==> src/design/b64e_pkg.sv <==
// ----------------------------------------------------------------------------
// b64e_pkg
// Shared types, constants and the alphabet lookup of the streaming base64
// encoder.
// ----------------------------------------------------------------------------
package b64e_pkg;

	// Register map: one register every four bytes.
	localparam int unsigned REG_ADDR_W = 3;
	localparam logic REG_NEWLINE_ENABLE = 1'b0;
	localparam logic REG_LINE_LIMIT = 1'b1;

	localparam logic [7:0] LINE_LIMIT_RESET = 8'd72;

	// Characters that are not taken from the alphabet.
	localparam logic [6:0] CHAR_LF = 7'h0A;
	localparam logic [6:0] CHAR_PAD = 7'h3D;

	// Most characters that one input item can cause.
	localparam int unsigned MAX_CHARS = 5;
	localparam int unsigned CNT_W = $clog2(MAX_CHARS + 1);
	localparam int unsigned IDX_W = $clog2(MAX_CHARS);

	// Default number of jobs held between the front and the back.
	localparam int unsigned QUEUE_DEPTH_DEF = 2;

	// One classified input item: the characters to send, in order.
	typedef struct packed {
		logic [MAX_CHARS-1:0][6:0] chars;
		logic [CNT_W-1:0] count;
		logic last;
	} job_t;

	// Fill status of the job queue.
	typedef struct packed {
		logic full;
		logic empty;
	} queue_status_t;

	// Maps a six-bit value onto the standard base64 alphabet.
	function automatic logic [6:0] b64_char(input logic [5:0] v);
		logic [6:0] v7;
		logic [6:0] ch;
		v7 = {1'b0, v};
		if (v < 6'd26) begin
			ch = v7 + 7'h41;
		end else if (v < 6'd52) begin
			ch = v7 + 7'h47;
		end else if (v < 6'd62) begin
			ch = v7 - 7'd4;
		end else if (v == 6'd62) begin
			ch = 7'h2B;
		end else begin
			ch = 7'h2F;
		end
		return ch;
	endfunction

endpackage

==> src/design/b64e_front.sv <==
// ----------------------------------------------------------------------------
// b64e_front
// Accepts input items, keeps the group and line state and turns each item
// into a job of up to five characters for the back end.
// ----------------------------------------------------------------------------
module b64e_front (
	input  logic                 clk,
	input  logic                 arst_n,
	input  logic                 in_valid,
	output logic                 in_stall,
	input  logic [7:0]           data_byte,
	input  logic                 end_only,
	input  logic                 msg_last,
	input  logic                 newline_enable,
	input  logic [7:0]           line_limit,
	input  b64e_pkg::queue_status_t qst,
	output logic                 push,
	output b64e_pkg::job_t       job
);
	import b64e_pkg::*;

	logic [15:0] held_q;
	logic [1:0]  phase_q;
	logic [7:0]  line_cnt_q;

	logic        accept;
	logic        full_grp;
	logic [1:0]  phase_mid;
	logic [15:0] held_mid;
	logic        grp_emit;
	logic [7:0]  b0;
	logic [7:0]  b1;
	logic [7:0]  b2;
	logic [8:0]  cnt_sum;
	logic [7:0]  cnt_grp;
	logic        lf_limit;
	logic [7:0]  cnt_after;
	logic        lf_end;
	logic [6:0]  g0;
	logic [6:0]  g1;
	logic [6:0]  g2;
	logic [6:0]  g3;

	// Items wait only while the job queue is full.
	assign in_stall = qst.full;
	assign accept = in_valid && !qst.full;

	// A data byte on top of two held bytes completes a group.
	assign full_grp = !end_only && phase_q[1];

	// Byte holding for items that do not complete a group.
	always_comb begin
		phase_mid = phase_q;
		held_mid = held_q;
		if (full_grp) begin
			phase_mid = 2'd0;
			held_mid = '0;
		end else if (!end_only) begin
			if (phase_q == 2'd0) begin
				phase_mid = 2'd1;
				held_mid = {data_byte, 8'h00};
			end else begin
				phase_mid = 2'd2;
				held_mid = {held_q[15:8], data_byte};
			end
		end
	end

	// Group characters; a partial group at message end is padded.
	assign grp_emit = full_grp || (msg_last && (phase_mid != 2'd0));
	assign b0 = full_grp ? held_q[15:8] : held_mid[15:8];
	assign b1 = full_grp ? held_q[7:0] : held_mid[7:0];
	assign b2 = full_grp ? data_byte : 8'h00;
	assign g0 = b64_char(b0[7:2]);
	assign g1 = b64_char({b0[1:0], b1[7:4]});
	assign g2 = (full_grp || phase_mid[1]) ? b64_char({b1[3:0], b2[7:6]}) : CHAR_PAD;
	assign g3 = full_grp ? b64_char(b2[5:0]) : CHAR_PAD;

	// Line counting with saturation, and the two kinds of line feed.
	assign cnt_sum = {1'b0, line_cnt_q} + 9'd4;
	assign cnt_grp = !grp_emit ? line_cnt_q : (cnt_sum[8] ? 8'hFF : cnt_sum[7:0]);
	assign lf_limit = full_grp && newline_enable && (cnt_grp >= line_limit);
	assign cnt_after = lf_limit ? 8'd0 : cnt_grp;
	assign lf_end = msg_last && newline_enable && (cnt_after != 8'd0);

	// Job assembly: a line feed is in slot four after a group, else slot zero.
	always_comb begin
		job.chars[0] = grp_emit ? g0 : CHAR_LF;
		job.chars[1] = g1;
		job.chars[2] = g2;
		job.chars[3] = g3;
		job.chars[4] = CHAR_LF;
		job.count = (grp_emit ? CNT_W'(4) : CNT_W'(0)) + CNT_W'(lf_limit || lf_end);
		job.last = msg_last;
	end

	assign push = accept && (job.count != '0);

	// Group and line state.
	always_ff @(posedge clk or negedge arst_n) begin
		if (!arst_n) begin
			held_q <= '0;
			phase_q <= 2'd0;
			line_cnt_q <= 8'd0;
		end else if (accept) begin
			if (msg_last) begin
				held_q <= '0;
				phase_q <= 2'd0;
				line_cnt_q <= 8'd0;
			end else begin
				held_q <= held_mid;
				phase_q <= phase_mid;
				line_cnt_q <= cnt_after;
			end
		end
	end

endmodule

==> src/design/b64e_queue.sv <==
// ----------------------------------------------------------------------------
// b64e_queue
// Short first-in first-out queue of jobs between the front and the back.
// ----------------------------------------------------------------------------
module b64e_queue #(
	parameter int unsigned DEPTH = b64e_pkg::QUEUE_DEPTH_DEF
) (
	input  logic                    clk,
	input  logic                    arst_n,
	input  logic                    push,
	input  b64e_pkg::job_t          push_job,
	input  logic                    pop,
	output b64e_pkg::job_t          head,
	output b64e_pkg::queue_status_t qst
);
	import b64e_pkg::*;

	localparam int unsigned PTR_W = (DEPTH > 1) ? $clog2(DEPTH) : 1;
	localparam int unsigned LVL_W = $clog2(DEPTH + 1);

	job_t             mem_q [DEPTH];
	logic [PTR_W-1:0] wr_ptr_q;
	logic [PTR_W-1:0] rd_ptr_q;
	logic [LVL_W-1:0] level_q;

	assign qst.full = (level_q == LVL_W'(DEPTH));
	assign qst.empty = (level_q == '0);
	assign head = mem_q[rd_ptr_q];

	// Job storage.
	always_ff @(posedge clk) begin
		if (push) begin
			mem_q[wr_ptr_q] <= push_job;
		end
	end

	// Pointers and fill level.
	always_ff @(posedge clk or negedge arst_n) begin
		if (!arst_n) begin
			wr_ptr_q <= '0;
			rd_ptr_q <= '0;
			level_q <= '0;
		end else begin
			if (push) begin
				wr_ptr_q <= (wr_ptr_q == PTR_W'(DEPTH - 1)) ? '0 : wr_ptr_q + 1'b1;
			end
			if (pop) begin
				rd_ptr_q <= (rd_ptr_q == PTR_W'(DEPTH - 1)) ? '0 : rd_ptr_q + 1'b1;
			end
			if (push && !pop) begin
				level_q <= level_q + 1'b1;
			end else if (pop && !push) begin
				level_q <= level_q - 1'b1;
			end
		end
	end

endmodule

==> src/design/b64e_back.sv <==
// ----------------------------------------------------------------------------
// b64e_back
// Sends the characters of the head job one per cycle, while the output is
// not stalled, through an output register.
// ----------------------------------------------------------------------------
module b64e_back (
	input  logic                    clk,
	input  logic                    arst_n,
	input  b64e_pkg::job_t          head,
	input  b64e_pkg::queue_status_t qst,
	output logic                    pop,
	output logic                    out_valid,
	input  logic                    out_stall,
	output logic [6:0]              out_char,
	output logic                    out_last
);
	import b64e_pkg::*;

	logic [IDX_W-1:0] idx_q;
	logic             valid_q;
	logic [6:0]       char_q;
	logic             last_q;
	logic             load;
	logic             final_char;

	// A new character enters when the output register is free or drains.
	assign load = !qst.empty && (!valid_q || !out_stall);
	assign final_char = (CNT_W'(idx_q) == head.count - 1'b1);
	assign pop = load && final_char;

	assign out_valid = valid_q;
	assign out_char = char_q;
	assign out_last = last_q;

	// Character index within the head job and output valid.
	always_ff @(posedge clk or negedge arst_n) begin
		if (!arst_n) begin
			idx_q <= '0;
			valid_q <= 1'b0;
		end else begin
			if (load) begin
				valid_q <= 1'b1;
				idx_q <= final_char ? '0 : idx_q + 1'b1;
			end else if (!out_stall) begin
				valid_q <= 1'b0;
			end
		end
	end

	// Output payload.
	always_ff @(posedge clk) begin
		if (load) begin
			char_q <= head.chars[idx_q];
			last_q <= final_char && head.last;
		end
	end

endmodule

==> src/design/base64_stream_encoder_core.sv <==
// ----------------------------------------------------------------------------
// base64_stream_encoder_core
// Streaming base64 encoder with padding, optional line breaking and an end
// of message mark on the last character.
//
//   Channel  Signals                                 Direction
//   input    in_valid, in_stall, data_byte,          in (in_stall out)
//            end_only, msg_last
//   output   out_valid, out_stall, out_char,         out (out_stall in)
//            out_last
//   config   psel, penable, pwrite, paddr, pwdata,   in (prdata, pready out)
//            prdata, pready
//
// An item becomes a job of zero to five characters.
// The output sends one character per cycle while out_stall is low, and a
// completed group makes four or five; the job queue absorbs the difference,
// and inputs stall only while it is full.
// Reset clears the held bytes, the line count, the queue and the output.
// A stalled output holds its character while the front keeps taking items.
// ----------------------------------------------------------------------------
module base64_stream_encoder_core #(
	parameter int unsigned QUEUE_DEPTH = b64e_pkg::QUEUE_DEPTH_DEF
) (
	input  logic                            clk,
	input  logic                            arst_n,
	input  logic                            psel,
	input  logic                            penable,
	input  logic                            pwrite,
	input  logic [b64e_pkg::REG_ADDR_W-1:0] paddr,
	input  logic [31:0]                     pwdata,
	output logic [31:0]                     prdata,
	output logic                            pready,
	input  logic                            in_valid,
	output logic                            in_stall,
	input  logic [7:0]                      data_byte,
	input  logic                            end_only,
	input  logic                            msg_last,
	output logic                            out_valid,
	input  logic                            out_stall,
	output logic [6:0]                      out_char,
	output logic                            out_last
);
	import b64e_pkg::*;

	logic          newline_enable_q;
	logic [7:0]    line_limit_q;
	logic          cfg_wr;
	logic          reg_sel;
	logic          push;
	logic          pop;
	job_t          push_job;
	job_t          head;
	queue_status_t qst;

	// Register port: writes complete in the access cycle.
	assign pready = 1'b1;
	assign cfg_wr = psel && penable && pwrite && pready;
	assign reg_sel = paddr[REG_ADDR_W-1];

	always_ff @(posedge clk or negedge arst_n) begin
		if (!arst_n) begin
			newline_enable_q <= 1'b0;
			line_limit_q <= LINE_LIMIT_RESET;
		end else if (cfg_wr) begin
			unique case (reg_sel)
				REG_NEWLINE_ENABLE: newline_enable_q <= pwdata[0];
				REG_LINE_LIMIT:     line_limit_q <= pwdata[7:0];
				default:            line_limit_q <= line_limit_q;
			endcase
		end
	end

	// Register read back.
	always_comb begin
		unique case (reg_sel)
			REG_NEWLINE_ENABLE: prdata = {31'd0, newline_enable_q};
			REG_LINE_LIMIT:     prdata = {24'd0, line_limit_q};
			default:            prdata = '0;
		endcase
	end

	b64e_front u_front (
		.clk            (clk),
		.arst_n         (arst_n),
		.in_valid       (in_valid),
		.in_stall       (in_stall),
		.data_byte      (data_byte),
		.end_only       (end_only),
		.msg_last       (msg_last),
		.newline_enable (newline_enable_q),
		.line_limit     (line_limit_q),
		.qst            (qst),
		.push           (push),
		.job            (push_job)
	);

	b64e_queue #(
		.DEPTH (QUEUE_DEPTH)
	) u_queue (
		.clk      (clk),
		.arst_n   (arst_n),
		.push     (push),
		.push_job (push_job),
		.pop      (pop),
		.head     (head),
		.qst      (qst)
	);

	b64e_back u_back (
		.clk       (clk),
		.arst_n    (arst_n),
		.head      (head),
		.qst       (qst),
		.pop       (pop),
		.out_valid (out_valid),
		.out_stall (out_stall),
		.out_char  (out_char),
		.out_last  (out_last)
	);

	// The queue is never both full and empty.
	a_queue_status: assert property (@(posedge clk) disable iff (!arst_n)
		!(qst.full && qst.empty))
		else $error("job queue reports full and empty at once");

	// The back end only retires a job that is present.
	a_pop_nonempty: assert property (@(posedge clk) disable iff (!arst_n)
		pop |-> !qst.empty)
		else $error("job retired from an empty queue");

	// The front end never writes a full queue.
	a_push_room: assert property (@(posedge clk) disable iff (!arst_n)
		push |-> !qst.full)
		else $error("job written into a full queue");

	// A job written into an empty queue with a free output is loaded from the
	// queue storage into the output register, and the output then becomes valid.
	a_push_to_out: assert property (@(posedge clk) disable iff (!arst_n)
		(push && qst.empty && (!out_valid || !out_stall)) |-> ##2 out_valid)
		else $error("output did not pick up a new job");

endmodule

==> config.mk <==
export PLATFORM = sky130hd
export DESIGN_NAME = base64_stream_encoder_core
export DESIGN_NICKNAME = d
export VERILOG_FILES = /design/src/design/b64e_pkg.sv /design/src/design/b64e_front.sv /design/src/design/b64e_queue.sv /design/src/design/b64e_back.sv /design/src/design/base64_stream_encoder_core.sv
export SDC_FILE = /design/constraint.sdc
export NUM_CORES = 1
export LEC_CHECK = 0
export ABC_AREA = 1
export BUFFER_PORTS_ARGS = -buffer_cell sky130_fd_sc_hd__buf_2
export CAP_MARGIN = 20
export CELL_PAD_IN_SITES_DETAIL_PLACEMENT = 0
export CELL_PAD_IN_SITES_GLOBAL_PLACEMENT = 1
export CORE_UTILIZATION = 28
export CTS_BUF_LIST = sky130_fd_sc_hd__clkbuf_4
export CTS_CLUSTER_SIZE = 24
export DETAILED_ROUTE_END_ITERATION = 8
export GPL_TIMING_DRIVEN = 0
export PLACE_DENSITY = 0.57
export SETUP_SLACK_MARGIN = 0.2
export SLEW_MARGIN = 20
export SYNTH_ARGS = -nofsm -noshare
export SYNTH_HDL_FRONTEND = slang
export SYNTH_HIERARCHICAL = 1
export SYNTH_SLANG_ARGS = --single-unit
export TNS_END_PERCENT = 100
==> constraint.sdc <==
create_clock -name clk -period 12.2 [get_ports clk]
set_input_delay 0 -clock clk [delete_from_list [all_inputs] [get_ports clk]]
set_output_delay 0 -clock clk [all_outputs]
set_load 0.01 [all_outputs]
Yosys cells after proc, flatten, opt, wreduce, memory -nomap -nowiden. Memory sizes are Yosys's and may differ from the RTL's. Cells that the tools add are included.

Output and inout port bits: 43. Input port bits: 52. Bits in writable memories: 64. Word-level logic and storage cells: 136. Register bits after elaboration: 51. Memories kept: 1.

Magnitude comparators: 14. Muxes and demuxes: 47. Reduce and logical (&&, ||, !) cells: 34. Bitwise operators: 1. Add/sub/neg operators: 20. Equality and inequality tests: 7.

Memory list: u_queue.mem_q (depth 2, bits a word 32, read ports 1, clocked after memory_dff 0, write ports 1, RTL line b64e_queue.sv:21) `job_t mem_q [DEPTH];`.

Operators by type and width (number): 7-bit two-way mux (16); 16-bit two-way mux (4); 32-bit case mux with 2 select lines (1); 6-bit by 7-bit adder with 7-bit output (second input constant) (8); 8-bit two-way mux (7); 6-bit less-than comparator (second input constant) (8); 6-bit by 3-bit subtractor with 7-bit output (second input constant) (4); 6-bit equality test (second input constant) (4); 6-bit by 5-bit less-than comparator with 1-bit output (second input constant) (4); 7-bit binary-select mux with 3-bit select (1); 3-bit two-way mux (6); 1-bit logical AND (15); 2-bit two-way mux (6); 8-bit by 3-bit adder with 9-bit output (second input constant) (1); 8-bit >= comparator (1); 8-bit nonzero test (1); 1-bit zero test (7); 1-bit two-way mux (6); 2-bit zero test (2); 1-bit logical OR (4); 3-bit by 4-bit less-than comparator with 1-bit output (second input constant) (1); 2-bit AND reduction (2); 2-bit nonzero test (2); 3-bit by 1-bit adder with 3-bit output (1); 10 further kinds (11).

Logic depth before layout (Yosys ltp).
Depth in word-level cells: 21. Depth in mapped cells: 28. Mapped depth without buffers: 28.

Cells and area by module. The synthesis kept the hierarchy.

Modules (own cells, without submodules): b64e_front (times used 1, sequential area each 650.6 um2, cells an instance 561, area each 3713.6 um2); b64e_queue (times used 1, sequential area each 2442.3 um2, cells an instance 146, area each 3032.9 um2); b64e_back (times used 1, sequential area each 340.3 um2, cells an instance 127, area each 909.6 um2); base64_stream_encoder_core (times used 1, sequential area each 227.7 um2, cells an instance 88, area each 653.1 um2).

Least setup slack after synthesis. OpenSTA, ideal clock, no wires.

Kind: reg2reg. Start: reg u_front.phase_q[1]. End: mem u_queue/mem_q[0][0] (netlist bit) (enable). Arrival: 3.967 ns. Period minus slack after synthesis: 4.403 ns. Library setup time: 0.436 ns. Required time: 11.764 ns. Slack: 7.797 ns. Stages on the path, launching flop included: 22. Path buffers: 2. Path through: dfrtp_1 -> buf_6 -> nor2_8 -> nand2_4 -> nand2_4 -> inv_2 -> buf_6 -> nand3_1 -> nand2_2 -> ha_1 -> a21o_1 -> nor2_1 -> nand3_1 -> nand2_1 -> o21ai_0 -> nand2_1 -> o21ai_2 -> nand3_1 -> nand2_1 -> inv_1 -> inv_1 -> nor2_1.

Cells in the longest elaborated chain, start to end: 19. Elaborated cells on any way between the ends: 22. Those cells by class: add/sub (1); order compare (1); mux (8); reduce/logical (12).

Ends and longest elaborated chain: start: declaration (RTL line b64e_front.sv:23) `logic [1:0] phase_q;`; start signal: assignment (RTL line b64e_front.sv:112) `phase_q <= phase_mid;`; 2-bit zero test (RTL line b64e_front.sv:59) `if (phase_q == 2'd0) begin`; 2-bit two-way mux (RTL line b64e_front.sv:59); 2-bit two-way mux (RTL line b64e_front.sv:58) `end else if (!end_only) begin`; 2-bit two-way mux (RTL line b64e_front.sv:55) `if (full_grp) begin`; 2-bit nonzero test (RTL line b64e_front.sv:70) `assign grp_emit = full_grp || (msg_last && (phase_mid != 2'd0));`; 1-bit logical AND (RTL line b64e_front.sv:70); 1-bit logical OR (*) (RTL line b64e_front.sv:70); via u_front.grp_emit (RTL line b64e_front.sv:30) `logic grp_emit;`; (+5 left out); 1-bit logical AND (RTL line b64e_front.sv:84) `assign lf_end = msg_last && newline_enable && (cnt_after != 8'd0);`; 1-bit logical OR (RTL line b64e_front.sv:93) `job.count = (grp_emit ? CNT_W'(4) : CNT_W'(0)) + CNT_W'(lf_limit || lf_end);`; 3-bit by 1-bit adder with 3-bit output (*) (RTL line b64e_front.sv:93); 3-bit nonzero test (*) (RTL line b64e_front.sv:97) `assign push = accept && (job.count != '0);`; 1-bit logical AND (*) (RTL line b64e_front.sv:97); via push (RTL line base64_stream_encoder_core.sv:49) `logic push;`; 1-bit two-way mux (*) (RTL line b64e_queue.sv:32) `if (push) begin`; 1-bit two-way mux (implied by the code) (*) (RTL line b64e_queue.sv:33) `mem_q[wr_ptr_q] <= push_job;`; end: declaration (RTL line b64e_queue.sv:21).

Mark *: on every way through the listed nets, which the timed path passes. The rest lies on a longest branch.

Worst setup path in the final report.
Start: reg u_front.phase_q[1]. End: mem u_queue/mem_q[0][23] (netlist bit) (enable).

Same word-level chain as after synthesis.

==> insert_results.sql <==
INSERT INTO impl_metrics (metric_group, metric, value, unit) VALUES
('outcome', 'run_status', 'finished clean', ''),
('floorplan', 'die-area', '30400', 'um2'),
('floorplan', 'floorplan.initialDensity', '0.287', ''),
('global_route', 'first_global_vias', '6259', ''),
('synthesis', 'seq_area_frac_synth', '0.441', ''),
('drt', 'met1_length', '10600', 'um'),
('synthesis', 'postSynthAreaPerCell', '9.01', 'um2'),
('drt', 'drt-total-wl', '20900', 'um'),
('synthesis', 'ys.flop_type', 'sky130_fd_sc_hd__edfxtp_1', ''),
('critical_path', 'critical_path_arrival', '4.23', 'ns'),
('timing', 'fin_tns_setup', '0', 'ns'),
('timing', 'final_max_slew_viol_count', '0', ''),
('critical_path', 'worst_ep_required_time', '12.47', 'ns'),
('global_route', 'grt_max_degree', '31', ''),
('placement', 'gp_congestion', '0.747', ''),
('finish', 'fin_util', '0.345', ''),
('cts', 'holdBufCountCts', '47', ''),
('run', 'maxCapViolations', '0', ''),
('cts', 'clk_transition_reported_paths', '0.14', 'ns'),
('cts', 'cts.root.buffer_cell', 'sky130_fd_sc_hd__clkbuf_4', ''),
('critical_path', 'path_max_fanout', '22', ''),
('timing', 'timing.final.crit_period', '3.96', 'ns'),
('cts', 'cts_inserted_buffers', '17', ''),
('floorplan', 'floorplan.die.width', '174', 'um'),
('global_route', 'grt_pass1_wl', '34100', 'um'),
('finish', 'syn_to_final_growth', '20.2', '%'),
('global_route', 'grt_remaining_overflow', '0', ''),
('drt', 'number_of_nets_still_failing_antenna_checks_after_routing', '0', ''),
('power', 'power.density', '191', 'nW/um2'),
('critical_path', 'critical_path.most_common_cell', 'sky130_fd_sc_hd__nand2_1', ''),
('drt', 'top_layer_used', 'met4', ''),
('synthesis', 'synthCells', '922', ''),
('timing', 'largest_clock_skew_in_the_final_design', '0.0316', 'ns'),
('floorplan', 'std_cell_rows', '62', ''),
('synthesis', 'postSynth.asyncResetShare', '0.333', ''),
('cts', 'htree_num_levels', '4', ''),
('timing', 'final-setup-viol-count', '0', ''),
('critical_path', 'end_kind', 'flip-flop', ''),
('drt', 'detail_route.drc_violations', '0', ''),
('timing', 'max_slew_margin', '0.380', ''),
('drt', 'detailroute.wirelength.met2', '9680', 'um'),
('drt', 'routedWlPerCell', '14.3', 'um'),
('power', 'p_leak', '0.00446', 'uW'),
('synthesis', 'edff_count_synth', '86', ''),
('synthesis', 'synth_area', '8310', 'um2'),
('worst_hold_path', 'hold_path_class', 'input port to flip-flop', ''),
('global_route', 'antenna_found_initial', '1', ''),
('finish', 'fin_nets', '1145', ''),
('synthesis', 'synth_xor_area_frac', '0.0211', ''),
('cts', 'cts_num_sinks', '129', ''),
('global_route', 'groute.usage.overall', '0.144', ''),
('placement', 'detailed_place.area', '9170', 'um2'),
('critical_path', 'critPathMaxStageDelay', '0.57', 'ns'),
('critical_path', 'timing.critical_path.cells', 'buf_6 -> nand2_8 -> nand2_4 -> nand2_4 -> inv_2 -> buf_6 -> nand2_1 -> nand2_1 -> nand2_2 -> ha_1 -> nand2_1 -> nor2_1 -> nand4_1 -> nand3_1 -> nand2_1 -> buf_2 -> nand3_1 -> nand2_1 -> inv_1 -> inv_1 -> nor2_4 -> buf_16', ''),
('placement', 'place_hpwl', '15000', 'um'),
('drt', 'met3_wirelength', '441', 'um'),
('floorplan', 'core_region_area', '28900', 'um2'),
('drt', 'viasPerCell', '4.38', ''),
('synthesis', 'synth.ff_latch_count', '129', ''),
('timing', 'timing.final.crit_share', '0.324', ''),
('timing', 'max_freq', '253', 'MHz'),
('critical_path', 'path_class', 'flip-flop to flip-flop', ''),
('finish', 'final_area', '9990', 'um2'),
('critical_path', 'critical_path.slowest_cell', 'sky130_fd_sc_hd__nor2_4', ''),
('timing', 'timing_worst_slew_pin_value', '0.927', 'ns'),
('synthesis', 'synth.mux.area_fraction', '0.0529', ''),
('cts', 'clk_path_buf_depth', '2', ''),
('power', 'vdd_ir_drop_max', '64.2', 'uV'),
('drt', 'route.vias.total', '6384', ''),
('floorplan', 'fp.dieH', '174', 'um'),
('drt', 'drt_iter0_drc', '449', '');
[power by group]
| group | internal (uW) | switching (uW) | leakage [uW] | total (uW) |
|---|---|---|---|---|
| sequential | 594 | 46.0 | 0.00132 | 640 |
| clock | 137 | 209 | 0.000181 | 345 |
| combinational | 353 | 566 | 0.00296 | 919 |
[per-layer routing]
metal  GRT usage  vias to the layer above
met3      0.0256                       12
li1            -                     3291
met2       0.234                       89
met5           0                        -
met4      0.0292                        0
met1       0.200                     2992
[final cells by class]
cell class,instances,area (um2)
antenna,1,2.50
buffer,58,468
clock buffer,17,128
clock inverter,15,211
fill,3025,18900
inverter,133,519
multi-input combinational,631,3780
sequential,129,3660
tap,384,480
timing repair buffer,91,741
[synth_stat cells (9+ instances only)]
library cell,n,area share
sky130_fd_sc_hd__nand2_2,10,0.0075
sky130_fd_sc_hd__nand3_1,80,0.048
sky130_fd_sc_hd__xor2_1,13,0.014
sky130_fd_sc_hd__a21oi_1,24,0.014
sky130_fd_sc_hd__buf_6,12,0.016
sky130_fd_sc_hd__ha_1,32,0.048
sky130_fd_sc_hd__o21ai_0,28,0.017
sky130_fd_sc_hd__edfxtp_1,86,0.31
sky130_fd_sc_hd__mux2_2,39,0.053
sky130_fd_sc_hd__dfrtp_1,41,0.12
sky130_fd_sc_hd__inv_1,117,0.053
sky130_fd_sc_hd__o21ai_2,10,0.011
sky130_fd_sc_hd__nand4_1,10,0.0075
sky130_fd_sc_hd__nand2_1,203,0.092
sky130_fd_sc_hd__o211ai_1,9,0.0081
sky130_fd_sc_hd__inv_2,11,0.0050
sky130_fd_sc_hd__o22ai_1,15,0.011
sky130_fd_sc_hd__nor2_1,42,0.019
sky130_fd_sc_hd__buf_4,39,0.035
sky130_fd_sc_hd__o21ai_1,17,0.010
[registers in the layout (all words and copies together) (netlist names)]
signal	count
u_queue/mem_q	78
u_front/held_q	16
line_limit_q	8
u_front/line_cnt_q	8
u_back/out_char	7
u_back/idx_q	3
u_front/phase_q	2
u_queue/level_q	2
newline_enable_q	1
u_back/out_last	1
u_back/out_valid	1
u_queue/rd_ptr_q	1
u_queue/wr_ptr_q	1
[cell usage in the layout, fill, tap and decap left out, types with 3 or more instances in the layout]
cell type and n:
sky130_fd_sc_hd__clkbuf_1 4, sky130_fd_sc_hd__o211ai_1 9, sky130_fd_sc_hd__o21ai_1 17, sky130_fd_sc_hd__o21ai_0 28
sky130_fd_sc_hd__nand2_1 203, sky130_fd_sc_hd__a21oi_1 24, sky130_fd_sc_hd__buf_4 40, sky130_fd_sc_hd__a21oi_2 5
sky130_fd_sc_hd__inv_2 12, sky130_fd_sc_hd__clkbuf_4 17, sky130_fd_sc_hd__dlygate4sd3_1 46, sky130_fd_sc_hd__inv_6 5
sky130_fd_sc_hd__xnor2_1 7, sky130_fd_sc_hd__edfxtp_1 86, sky130_fd_sc_hd__a32oi_1 4, sky130_fd_sc_hd__clkinv_8 3
sky130_fd_sc_hd__nand4_1 10, sky130_fd_sc_hd__nor2_2 6, sky130_fd_sc_hd__nand2_4 7, sky130_fd_sc_hd__xor2_1 13
sky130_fd_sc_hd__buf_6 12, sky130_fd_sc_hd__o22ai_1 15, sky130_fd_sc_hd__nand3_2 4, sky130_fd_sc_hd__nor2_1 41
sky130_fd_sc_hd__a21oi_4 4, sky130_fd_sc_hd__ha_1 32, sky130_fd_sc_hd__inv_1 116, sky130_fd_sc_hd__nor3_1 6
sky130_fd_sc_hd__o21ai_2 10, sky130_fd_sc_hd__inv_8 6, sky130_fd_sc_hd__dfrtp_1 41, sky130_fd_sc_hd__nor2_4 6
sky130_fd_sc_hd__mux2_2 39, sky130_fd_sc_hd__buf_2 43, sky130_fd_sc_hd__conb_1 33, sky130_fd_sc_hd__nand2_2 10
sky130_fd_sc_hd__nand3_1 80
[stage by stage]
| stage | std cells | setup WS, ns | power (uW) |
|---|---|---|---|
| detailed placement | 1379 | 8.16 | 1560 |
| global route | 1459 | 7.80 | 2060 |
| global placement | 1377 | 6.12 | 1550 |
| finish | 1459 | 8.24 | 1900 |
| CTS | 1458 | 8.15 | 1940 |
| floorplan | 951 | 7.80 | 1320 |
[path summary, 6_finish.rpt]
check	cells past startpoint	end	slack (ns)	startpoint
max reg2reg	22	u_queue/mem_q[0][23]	8.24	u_front/phase_q[1]
min	4	u_back/out_valid	0.23	out_stall
max in group asynchronous	4	u_queue/wr_ptr_q	11.24	arst_n
min reg2reg	2	u_queue/level_q[1]	0.54	u_queue/level_q[1]
max	22	u_queue/mem_q[0][23]	8.24	u_front/phase_q[1]
min in group asynchronous	3	u_front/held_q[8]	0.49	arst_n
[cell families after synthesis]
family | after synthesis
multiplexers | 39
AO/OA/AOI/OAI | 126
other | 4
buffers and inverters | 191
adder cells (fa/ha/maj) | 32
flip-flops | 129
XOR/XNOR | 20
AND/OR/NAND/NOR | 381
[critical path, delay by kind of cell (launching register included)]
family / cells / cell delay, ns
and+or+nand+nor: 14 / 1.84
buffers and inverters: 7 / 1.15
DFF: 1 / 0.37
adders and majority gates: 1 / 0.29
Power figures use the tool's default switching activity.
